--- src/hdl/assert_macros.svh ---
// Assertion macros shared by the hasher modules.
`ifndef ASSERT_MACROS_SVH
`define ASSERT_MACROS_SVH

// Check that a condition implies another in the same cycle.
`define SSH_ASSERT_SAME(label, clk, rst, pre, post, msg) \
   label: assert property (@(posedge clk) disable iff (rst) (pre) |-> (post)) \
      else $error(msg);

// Check that a condition implies another in the following cycle.
`define SSH_ASSERT_NEXT(label, clk, rst, pre, post, msg) \
   label: assert property (@(posedge clk) disable iff (rst) (pre) |=> (post)) \
      else $error(msg);

`endif

--- src/hdl/ssh_pkg.sv ---
// Types and round constants shared by the hasher controller and datapath.
package ssh_pkg;

   typedef enum logic [2:0] {
      ST_IDLE,
      ST_PAD,
      ST_ROUND,
      ST_UPDATE,
      ST_EMIT
   } ssh_state_type;

   typedef enum logic [1:0] {
      PH_MARK,
      PH_ZERO,
      PH_LEN
   } ssh_phase_type;

   typedef enum logic [1:0] {
      SEL_INPUT,
      SEL_MARK,
      SEL_ZERO,
      SEL_LEN
   } ssh_sel_type;

   typedef struct packed {
      logic        push;
      ssh_sel_type sel;
      logic        count_len;
      logic        round_en;
      logic [5:0]  round_idx;
      logic        update;
      logic        reinit;
      logic [2:0]  word_idx;
   } ssh_cmd_type;

   typedef struct packed {
      logic blk_last;
      logic at_len;
   } ssh_status_type;

   localparam logic [7:0] PAD_MARK = 8'h80;

   localparam logic [31:0] HASH_INIT [8] = '{
      32'h6a09e667, 32'hbb67ae85, 32'h3c6ef372, 32'ha54ff53a,
      32'h510e527f, 32'h9b05688c, 32'h1f83d9ab, 32'h5be0cd19
   };

   localparam logic [31:0] ROUND_K [64] = '{
      32'h428a2f98, 32'h71374491, 32'hb5c0fbcf, 32'he9b5dba5,
      32'h3956c25b, 32'h59f111f1, 32'h923f82a4, 32'hab1c5ed5,
      32'hd807aa98, 32'h12835b01, 32'h243185be, 32'h550c7dc3,
      32'h72be5d74, 32'h80deb1fe, 32'h9bdc06a7, 32'hc19bf174,
      32'he49b69c1, 32'hefbe4786, 32'h0fc19dc6, 32'h240ca1cc,
      32'h2de92c6f, 32'h4a7484aa, 32'h5cb0a9dc, 32'h76f988da,
      32'h983e5152, 32'ha831c66d, 32'hb00327c8, 32'hbf597fc7,
      32'hc6e00bf3, 32'hd5a79147, 32'h06ca6351, 32'h14292967,
      32'h27b70a85, 32'h2e1b2138, 32'h4d2c6dfc, 32'h53380d13,
      32'h650a7354, 32'h766a0abb, 32'h81c2c92e, 32'h92722c85,
      32'ha2bfe8a1, 32'ha81a664b, 32'hc24b8b70, 32'hc76c51a3,
      32'hd192e819, 32'hd6990624, 32'hf40e3585, 32'h106aa070,
      32'h19a4c116, 32'h1e376c08, 32'h2748774c, 32'h34b0bcb5,
      32'h391c0cb3, 32'h4ed8aa4a, 32'h5b9cca4f, 32'h682e6ff3,
      32'h748f82ee, 32'h78a5636f, 32'h84c87814, 32'h8cc70208,
      32'h90befffa, 32'ha4506ceb, 32'hbef9a3f7, 32'hc67178f2
   };

endpackage

--- src/hdl/ssh_ctrl.sv ---
// Hasher controller: request intake, padding sequence, round count, digest output.
`include "assert_macros.svh"

module ssh_ctrl (
   input  logic                    clock,
   input  logic                    reset,
   input  logic                    req_valid,
   output logic                    req_stall,
   input  logic                    req_byte_valid,
   input  logic                    req_end_of_message,
   output logic                    rsp_valid,
   input  logic                    rsp_stall,
   output logic [2:0]              rsp_word_index,
   output logic                    rsp_last_word,
   output ssh_pkg::ssh_cmd_type    cmd,
   input  ssh_pkg::ssh_status_type status
);
   import ssh_pkg::*;

   ssh_state_type state_ff, state_in;
   ssh_phase_type phase_ff, phase_in;
   logic          pad_ff, pad_in;
   logic          fin_ff, fin_in;
   logic [5:0]    round_ff, round_in;
   logic [2:0]    word_ff, word_in;

   // Hold control state across cycles.
   always_ff @(posedge clock) begin
      if (reset) begin
         state_ff <= ST_IDLE;
         phase_ff <= PH_MARK;
         pad_ff   <= 1'b0;
         fin_ff   <= 1'b0;
         round_ff <= '0;
         word_ff  <= '0;
      end else begin
         state_ff <= state_in;
         phase_ff <= phase_in;
         pad_ff   <= pad_in;
         fin_ff   <= fin_in;
         round_ff <= round_in;
         word_ff  <= word_in;
      end
   end

   // Next state and sequence counters.
   always_comb begin
      state_in = state_ff;
      phase_in = phase_ff;
      pad_in   = pad_ff;
      fin_in   = fin_ff;
      round_in = round_ff;
      word_in  = word_ff;
      unique case (state_ff)
         ST_IDLE: begin
            if (req_valid) begin
               if (req_end_of_message) begin
                  pad_in   = 1'b1;
                  phase_in = PH_MARK;
               end
               if (req_byte_valid && status.blk_last) begin
                  state_in = ST_ROUND;
               end else if (req_end_of_message) begin
                  state_in = ST_PAD;
               end
            end
         end
         ST_PAD: begin
            if (phase_ff == PH_MARK) begin
               phase_in = PH_ZERO;
            end else if (phase_ff == PH_ZERO && status.at_len) begin
               phase_in = PH_LEN;
            end
            if (status.blk_last) begin
               state_in = ST_ROUND;
               fin_in   = (phase_ff == PH_LEN);
            end
         end
         ST_ROUND: begin
            round_in = round_ff + 6'd1;
            if (round_ff == 6'd63) begin
               state_in = ST_UPDATE;
            end
         end
         ST_UPDATE: begin
            if (fin_ff) begin
               state_in = ST_EMIT;
               fin_in   = 1'b0;
               pad_in   = 1'b0;
            end else if (pad_ff) begin
               state_in = ST_PAD;
            end else begin
               state_in = ST_IDLE;
            end
         end
         ST_EMIT: begin
            if (!rsp_stall) begin
               word_in = word_ff + 3'd1;
               if (word_ff == 3'd7) begin
                  state_in = ST_IDLE;
               end
            end
         end
         default: state_in = ST_IDLE;
      endcase
   end

   // Drive handshakes and datapath commands.
   always_comb begin
      req_stall      = (state_ff != ST_IDLE);
      rsp_valid      = (state_ff == ST_EMIT);
      rsp_word_index = word_ff;
      rsp_last_word  = (word_ff == 3'd7);
      cmd            = '0;
      cmd.sel        = SEL_INPUT;
      cmd.round_idx  = round_ff;
      cmd.word_idx   = word_ff;
      unique case (state_ff)
         ST_IDLE: begin
            if (req_valid && req_byte_valid) begin
               cmd.push      = 1'b1;
               cmd.count_len = 1'b1;
            end
         end
         ST_PAD: begin
            cmd.push = 1'b1;
            if (phase_ff == PH_MARK) begin
               cmd.sel = SEL_MARK;
            end else if (phase_ff == PH_ZERO && !status.at_len) begin
               cmd.sel = SEL_ZERO;
            end else begin
               cmd.sel = SEL_LEN;
            end
         end
         ST_ROUND:  cmd.round_en = 1'b1;
         ST_UPDATE: cmd.update = 1'b1;
         ST_EMIT:   cmd.reinit = !rsp_stall && (word_ff == 3'd7);
         default: ;
      endcase
   end

   `SSH_ASSERT_SAME(a_no_intake_on_emit, clock, reset, rsp_valid, req_stall,
      "request taken while digest is emitted")
   `SSH_ASSERT_NEXT(a_rounds_end, clock, reset,
      state_ff == ST_ROUND && round_ff == 6'd63, state_ff == ST_UPDATE,
      "round count did not end in chain update")
   `SSH_ASSERT_NEXT(a_emit_clears, clock, reset,
      state_ff == ST_EMIT && !rsp_stall && word_ff == 3'd7,
      state_ff == ST_IDLE && !pad_ff && !fin_ff,
      "message state not cleared after digest")

endmodule

--- src/hdl/ssh_datapath.sv ---
// Hasher datapath: block shift line, message schedule, round logic, chaining state.
`include "assert_macros.svh"

module ssh_datapath (
   input  logic                    clock,
   input  logic                    reset,
   input  logic [7:0]              req_data_byte,
   input  ssh_pkg::ssh_cmd_type    cmd,
   output ssh_pkg::ssh_status_type status,
   output logic [31:0]             rsp_digest_word
);
   import ssh_pkg::*;

   logic [511:0] blk_ff, blk_in;
   logic [5:0]   fill_ff, fill_in;
   logic [60:0]  len_ff, len_in;
   logic [31:0]  chain_ff [8];
   logic [31:0]  chain_in [8];
   logic [31:0]  vars_ff [8];
   logic [31:0]  vars_in [8];
   logic [63:0]  len_bits;
   logic [7:0]   push_byte;
   logic [31:0]  w_cur;
   logic [31:0]  w_new;
   logic [31:0]  t1;
   logic [31:0]  t2;

   function automatic logic [31:0] rotr(input logic [31:0] x, input int s);
      rotr = (x >> s) | (x << (32 - s));
   endfunction

   // Select the byte to push: request data, padding mark, zero or length.
   assign len_bits = {len_ff, 3'b000};
   always_comb begin
      case (cmd.sel)
         SEL_INPUT: push_byte = req_data_byte;
         SEL_MARK:  push_byte = PAD_MARK;
         SEL_ZERO:  push_byte = 8'h00;
         SEL_LEN:   push_byte = len_bits[{~fill_ff[2:0], 3'b000} +: 8];
         default:   push_byte = 8'h00;
      endcase
   end

   // Schedule word for this round and the one sixteen rounds ahead.
   always_comb begin
      logic [31:0] w1;
      logic [31:0] w9;
      logic [31:0] w14;
      w_cur = blk_ff[511:480];
      w1    = blk_ff[479:448];
      w9    = blk_ff[223:192];
      w14   = blk_ff[63:32];
      w_new = w_cur + (rotr(w1, 7) ^ rotr(w1, 18) ^ (w1 >> 3)) + w9
              + (rotr(w14, 17) ^ rotr(w14, 19) ^ (w14 >> 10));
   end

   // One compression round.
   always_comb begin
      t1 = vars_ff[7] + (rotr(vars_ff[4], 6) ^ rotr(vars_ff[4], 11) ^ rotr(vars_ff[4], 25))
           + ((vars_ff[4] & vars_ff[5]) ^ (~vars_ff[4] & vars_ff[6]))
           + ROUND_K[cmd.round_idx] + w_cur;
      t2 = (rotr(vars_ff[0], 2) ^ rotr(vars_ff[0], 13) ^ rotr(vars_ff[0], 22))
           + ((vars_ff[0] & vars_ff[1]) ^ (vars_ff[0] & vars_ff[2])
              ^ (vars_ff[1] & vars_ff[2]));
   end

   // Next values of block line, fill, length, working and chaining words.
   always_comb begin
      blk_in   = blk_ff;
      fill_in  = fill_ff;
      len_in   = len_ff;
      vars_in  = vars_ff;
      chain_in = chain_ff;
      if (cmd.push) begin
         blk_in  = {blk_ff[503:0], push_byte};
         fill_in = fill_ff + 6'd1;
         if (status.blk_last) begin
            vars_in = chain_ff;
         end
      end
      if (cmd.count_len) begin
         len_in = len_ff + 61'd1;
      end
      if (cmd.round_en) begin
         blk_in     = {blk_ff[479:0], w_new};
         vars_in[7] = vars_ff[6];
         vars_in[6] = vars_ff[5];
         vars_in[5] = vars_ff[4];
         vars_in[4] = vars_ff[3] + t1;
         vars_in[3] = vars_ff[2];
         vars_in[2] = vars_ff[1];
         vars_in[1] = vars_ff[0];
         vars_in[0] = t1 + t2;
      end
      if (cmd.update) begin
         for (int i = 0; i < 8; i++) begin
            chain_in[i] = chain_ff[i] + vars_ff[i];
         end
      end
      if (cmd.reinit) begin
         chain_in = HASH_INIT;
         len_in   = '0;
      end
   end

   // Hold message state; reset restores the initial hash.
   always_ff @(posedge clock) begin
      if (reset) begin
         fill_ff  <= '0;
         len_ff   <= '0;
         chain_ff <= HASH_INIT;
      end else begin
         fill_ff  <= fill_in;
         len_ff   <= len_in;
         chain_ff <= chain_in;
      end
   end

   // Hold block line and working words.
   always_ff @(posedge clock) begin
      blk_ff  <= blk_in;
      vars_ff <= vars_in;
   end

   assign status.blk_last = (fill_ff == 6'd63);
   assign status.at_len   = (fill_ff == 6'd56);
   assign rsp_digest_word = chain_ff[cmd.word_idx];

   `SSH_ASSERT_SAME(a_reinit_block_empty, clock, reset, cmd.reinit, fill_ff == 6'd0,
      "digest emitted with a partial block pending")
   `SSH_ASSERT_SAME(a_push_not_in_rounds, clock, reset, cmd.push, !cmd.round_en,
      "byte pushed during compression rounds")

endmodule

--- src/hdl/sha256_stream_hasher.sv ---
// Streaming SHA-256 hasher top level: controller and datapath.
//
//   channel   direction   handshake               payload
//   req_      in          req_valid / req_stall   data_byte, byte_valid, end_of_message
//   rsp_      out         rsp_valid / rsp_stall   digest_word, word_index, last_word
//
// A request that does not complete a block is taken without a stall.
// A full block runs 64 compression rounds, then a chain update.
// End of message pushes padding one byte per cycle up to the block end,
// then compresses (one or two blocks), then offers eight digest words.
// req_stall is high whenever the block is not idle; rsp_stall holds the word.
// Reset is synchronous.
module sha256_stream_hasher (
   input  logic        clock,
   input  logic        reset,
   input  logic        req_valid,
   output logic        req_stall,
   input  logic [7:0]  req_data_byte,
   input  logic        req_byte_valid,
   input  logic        req_end_of_message,
   output logic        rsp_valid,
   input  logic        rsp_stall,
   output logic [31:0] rsp_digest_word,
   output logic [2:0]  rsp_word_index,
   output logic        rsp_last_word
);
   import ssh_pkg::*;

   ssh_cmd_type    cmd;
   ssh_status_type status;

   ssh_ctrl u_ctrl (
      .clock              (clock),
      .reset              (reset),
      .req_valid          (req_valid),
      .req_stall          (req_stall),
      .req_byte_valid     (req_byte_valid),
      .req_end_of_message (req_end_of_message),
      .rsp_valid          (rsp_valid),
      .rsp_stall          (rsp_stall),
      .rsp_word_index     (rsp_word_index),
      .rsp_last_word      (rsp_last_word),
      .cmd                (cmd),
      .status             (status)
   );

   ssh_datapath u_datapath (
      .clock           (clock),
      .reset           (reset),
      .req_data_byte   (req_data_byte),
      .cmd             (cmd),
      .status          (status),
      .rsp_digest_word (rsp_digest_word)
   );

endmodule
--- config.mk ---
export PLATFORM = sky130hd
export DESIGN_NAME = sha256_stream_hasher
export DESIGN_NICKNAME = d
export VERILOG_FILES = /design/src/hdl/ssh_pkg.sv /design/src/hdl/ssh_ctrl.sv /design/src/hdl/ssh_datapath.sv /design/src/hdl/sha256_stream_hasher.sv
export VERILOG_INCLUDE_DIRS = /design/src /design/src/hdl
export SDC_FILE = /design/constraint.sdc
export NUM_CORES = 2
export LEC_CHECK = 0
export BUFFER_PORTS_ARGS = -buffer_cell sky130_fd_sc_hd__buf_2
export CAP_MARGIN = 5
export CORE_MARGIN = 2
export CORE_UTILIZATION = 40
export CTS_CLUSTER_DIAMETER = 150
export DETAILED_ROUTE_END_ITERATION = 16
export SETUP_SLACK_MARGIN = 0.5
export SLEW_MARGIN = 30
export SYNTH_ARGS = -nofsm -noshare
export SYNTH_HDL_FRONTEND = slang
export SYNTH_SLANG_ARGS = --single-unit
--- constraint.sdc ---
create_clock -name clock -period 16.9 [get_ports clock]
set_input_delay 1.69 -clock clock [delete_from_list [all_inputs] [get_ports clock]]
set_output_delay 1.69 -clock clock [all_outputs]
set_load 0.005 [all_outputs]
**Word level (Yosys, flattened, before mapping)**

Memory sizes are Yosys's and may differ from the RTL's.
Cells that the tools add are included.

- Flip-flop bits (word level): 1107
- ROM bits: 2048
- Input port bits: 14
- Output and inout port bits: 38
- Logic and storage cells: 168
- Memories: 1

Memory list:

| memory | words | width | read ports | clocked after memory_dff | wr ports | line | RTL |
|---|---|---|---|---|---|---|---|
| (no name shown) | 64 | 32 | 1 | 0 | 0 | ssh_datapath.sv:61 | `+ ROUND_K[cmd.round_idx] + w_cur;` |

- $add $sub $neg: 22
- Magnitude comparators: 2
- Equality and inequality tests: 22
- Shift operators: 1
- Muxes and demuxes: 41
- Bitwise logic cells: 31
- Reductions and logical operators: 23

Operator list:

| kind | count |
|---|---|
| $mux 512 | 2 |
| $mux 256 | 3 |
| $add 32x32->32 | 18 |
| $xor 32x32->32 | 9 |
| $and 32x32->32 | 5 |
| $mux 32 | 4 |
| $bmux 32 s3 | 1 |
| $shiftx 64x7->8 | 1 |
| $add 61x1->61 const B | 1 |
| $not 32->32 | 1 |
| $or 10x32->32 | 1 |
| $or 13x32->32 | 1 |
| $or 14x32->32 | 1 |
| $or 15x32->32 | 1 |
| $or 19x32->32 | 1 |
| $or 21x32->32 | 1 |
| $or 25x32->32 | 1 |
| $or 26x32->32 | 1 |
| $or 30x32->32 | 1 |
| $or 7x32->32 | 1 |
| $pmux 8 s4 | 1 |
| $xor 32x22->32 | 1 |
| $xor 32x29->32 | 1 |
| $mux 3 | 8 |
| other kinds (33) | 76 |

**Longest topological paths before layout**

- Word-level depth: 10
- Gate-level depth with buffers: 41
- Depth with buffers taken out: 40

**Hierarchy**

A second synthesis with hierarchy kept.

- Cells, all modules: 7160
- Area total of the unflattened synthesis: 75339.8 um2

Modules (own cells, without submodules):

| module | instances | cells each | area an instance (um2) |
|---|---|---|---|
| ssh_datapath | 1 | 7058 | 74443.9 |
| ssh_ctrl | 1 | 102 | 895.9 |

**Worst setup path before layout**

No wires, ideal clock.

- Kind: input to register
- Start: input req_valid
- End: register u_datapath.blk_ff[0], enable pin
- Setup time: 3.670 ns
- Data arrival time: 10.427 ns
- Path slack: 2.803 ns
- Cell stages on the path: 4
- Buffers on the path: 0
- Cell sequence: nand2_1 -> nor2_1 -> nor2_1 -> nand2_1

- Longest elaborated chain between the ends: 4

RTL lines:

| what | line | RTL |
|---|---|---|
| start, declared | sha256_stream_hasher.sv:16 | `input logic req_valid,` |
| $logic_and 1x1->1 | ssh_ctrl.sv:120 | `if (req_valid && req_byte_valid) begin` |
| $mux 1 | ssh_ctrl.sv:120 |  |
| $pmux 1 s2 | ssh_ctrl.sv:118 | `unique case (state_ff)` |
| $reduce_bool 2->1 (no source line) | -- |  |
| end signal, assigned | ssh_datapath.sv:121 | `blk_ff <= blk_in;` |
| end, declared | ssh_datapath.sv:14 | `logic [511:0] blk_ff, blk_in;` |

Every way passes these cells.
A chain may end at the register's enable or synchronous reset.

==> results.md <==
- Core area: 185000 µm²
- Die Area: 189500 µm²
- Worst setup endpoint: u_datapath.vars_ff[255]
- Post-synth top area share: 31.00%
- Post-synthesis sequential area ratio: 40.12%
- Num rows: 158
- Period minus WS final: 10.77 ns
- Avg WL per Cell: 22.75 µm
- Crit path DAT: 11.27 ns
- Die Wd: 435.3 µm
- Unrepaired setup endpoints after global routing: false
- Number of port buffers: 51
- Nets@finish: 8736
- Vias: 60.53k
- CP Launch Type: register
- Tot GR Track Use: 25.19%
- Post-Syn Area per Cell: 8.917 µm²
- H-tree depth: 4
- Reg-to-reg slack, setup: 6.13 ns
- CTS Buf Count: 133
- Starting Density: 40.21%
- Cell mode on critical path: fa_1
- Final Hold Fails: 0
- Remaining antenna violation count after routing: 0
- Share of cells above drive strength 1: 6.121%
- CTS sink cnt: 1107
- Setup Crit Path Kind: register to register
- Clk Latency, worst-skew pair: 0.81 ns
- Routability cong.: 0.9408
- CTS max path bufs: 3
- Max frequency: 0.09287 GHz
- Status: completed
- Syn Inst Count: 8344
- CTS tree: yes
- DR pass1 iterations: 8
- Crit path required time: 17.41 ns
- Mapped Area: 74400 µm²
- CP max-delay cell: a2111oi_0
- Ports: 52
- Critical Path Sink Type: register
- Buf+Inv Stages, Crit Path: 4
- First-pass GRT wire length: 368.1 mm
- Net Count, Synth: 8951
- Vias in the first global route: 57.93k
- Via density: 5.648
- Post-synthesis register bit count: 1107
- Max_cap viols: 0
- Post-synth top area cell: edfxtp_1
- Final setup TNS: 0 ns
- Hold crit path type: register to register
- Post-CTS sizing: 0
- Pins Over Slew Limit: 0
- Asr flop ratio synth: 0%
- Remaining DRCs: 0
- EDFF count, synth: 768
- CP max stage delay: 0.79 ns
- Setup-failing EPs final: 0
- Ranking of synthesized cells by area: edfxtp_1 31%, nand2_1 13%, dfxtp_1 9.1%, ha_1 6.7%, fa_1 5.2%
- Slew margin rel.: 28.46%
- YS warnings: 0
- Critical Path Source: u_ctrl.round_ff[0]
- Critical Path Stages: 36
- Count of cell types in the netlist: 93
- Die span in y: 435.3 µm
- Initial antenna violation count: 6
- R2R cell count: 36
- Root Buffer: clkbuf_16
- Clock-pin slew on the worst setup and hold paths: 0.06 ns
- Post-CTS setup buffers: 0
- HPWL after detailed placement: 179.2 mm
- CTS Hold Bufs: 0
- Final Cycle Share: 63.71%
- Total grt overflow: 0
- Top Family by Delay on Critical Path: compound AO/OA/AOI/OAI gates
- Worst reg2reg path startpoint: u_ctrl.round_ff[0]
- Area growth from synthesis to layout: 8.970%
- Slew @ Worst Pin: 1.071 ns
- Iteration-0 DRC Markers: 5912
- Routed WL: 243.8 mm
- Post-synth top flop: edfxtp_1
- Crit Path Max Fanout: 33
- Count leader, synth: nand2_1
- Skew final: 0.04111 ns
- Largest net degree at the start of global routing: 218
- R2R Path End: u_datapath.vars_ff[255]
- Commonest cells post-synth: 2543 x nand2_1, 768 x edfxtp_1, 486 x a21oi_1
==> worst reg2reg max path: cells and delay by family (launching register included) <==
kind	cells	cell delay (ns)
buf+inv	4	0.88
flops	1	0.30
simple gates	6	1.00
compound gates	15	4.02
fa+ha+maj	8	3.61
xor+xnor	3	0.65
==> worst min-delay path by stage <==
stage / from / end / slack (ns) / depth (start not counted)
2_1_floorplan: u_ctrl.fin_ff / u_ctrl.pad_ff / 0.45 / 1
3_3_place_gp: u_datapath.fill_ff[5] / u_datapath.fill_ff[5] / 0.47 / 2
3_5_place_dp: u_datapath.fill_ff[5] / u_datapath.fill_ff[5] / 0.48 / 2
4_1_cts: u_datapath.fill_ff[5] / u_datapath.fill_ff[5] / 0.48 / 2
5_1_grt: u_ctrl.round_ff[2] / u_ctrl.round_ff[2] / 0.50 / 2
6_report: u_datapath.fill_ff[5] / u_datapath.fill_ff[5] / 0.48 / 2
==> flip-flops by register name, summed over array words and instances, names as in the netlist <==
register,flops
u_ctrl.fin_ff,1
u_datapath.blk_ff,512
u_ctrl.rsp_word_index,3
u_datapath.chain_ff,256
u_ctrl.phase_ff,2
u_ctrl.round_ff,6
u_datapath.len_ff,61
u_ctrl.state_ff,3
u_ctrl.pad_ff,1
u_datapath.fill_ff,6
u_datapath.vars_ff,256
==> cell usage in the layout, fill, tap and decap left out, types with 104 or more instances in the layout <==
| master | n |
|---|---|
| nand3_1 | 107 |
| xnor2_1 | 411 |
| o211ai_1 | 104 |
| edfxtp_1 | 768 |
| inv_1 | 290 |
| dfxtp_1 | 333 |
| clkbuf_16 | 133 |
| nor2_1 | 338 |
| xor2_1 | 204 |
| a21oi_1 | 485 |
| a21o_1 | 173 |
| nand2_1 | 2540 |
| fa_1 | 195 |
| o21ai_0 | 400 |
| ha_1 | 398 |
==> layout make-up <==
cell class	count	area [µm²]
clock buffers	185	3684
flip-flops and latches	1107	29870
fillers	18150	104000
well taps	2480	3103
diodes	3	7.507
multi-input cells	6463	41710
inverters	293	1100
clock inverters	55	650.6
repair buffers	131	960.9
==> per-stage QoR <==
| stage | utilization (%) | instances | instance area, µm² | setup slack, ns | hold WS (ns) |
|---|---|---|---|---|---|
| 2_1_floorplan | - | 8344 | 74400 | 2.803 | 0.4534 |
| 3_3_place_gp | 41.42 | 10470 | 76640 | 6.433 | 0.4663 |
| 3_5_place_dp | 41.44 | 10470 | 76680 | 6.428 | 0.4765 |
| 4_1_cts | 43.78 | 10710 | 81010 | 6.375 | 0.4846 |
| 5_1_grt | 43.81 | 10720 | 81070 | 5.693 | 0.5036 |
| 6_report | 43.82 | 10720 | 81080 | 6.132 | 0.4838 |
==> cell families (layout without fill, tap and decap cells) <==
group / Yosys count / after routing / synth area share, %
XOR/XNOR: 615 / 615 / 7.240
AO/OA/AOI/OAI: 1614 / 1614 / 13.57
flip-flops: 1107 / 1107 / 40.12
buffers and inverters: 774 / 664 / 3.938
AND/OR/NAND/NOR: 3450 / 3450 / 19.19
adder cells (fa/ha/maj): 617 / 617 / 12.26
other: 0 / 3 / 0
multiplexers: 167 / 167 / 3.681
==> metal layers <==
layer,part of all wire [%],track usage [%]
met1,43,34.60
met2,46,39.76
met3,6.8,4.155
met4,3.9,9.621
met5,0.0094,0
Power is not shown: default switching activity piles up to over one toggle a cycle in this logic, so the estimate is an artifact.
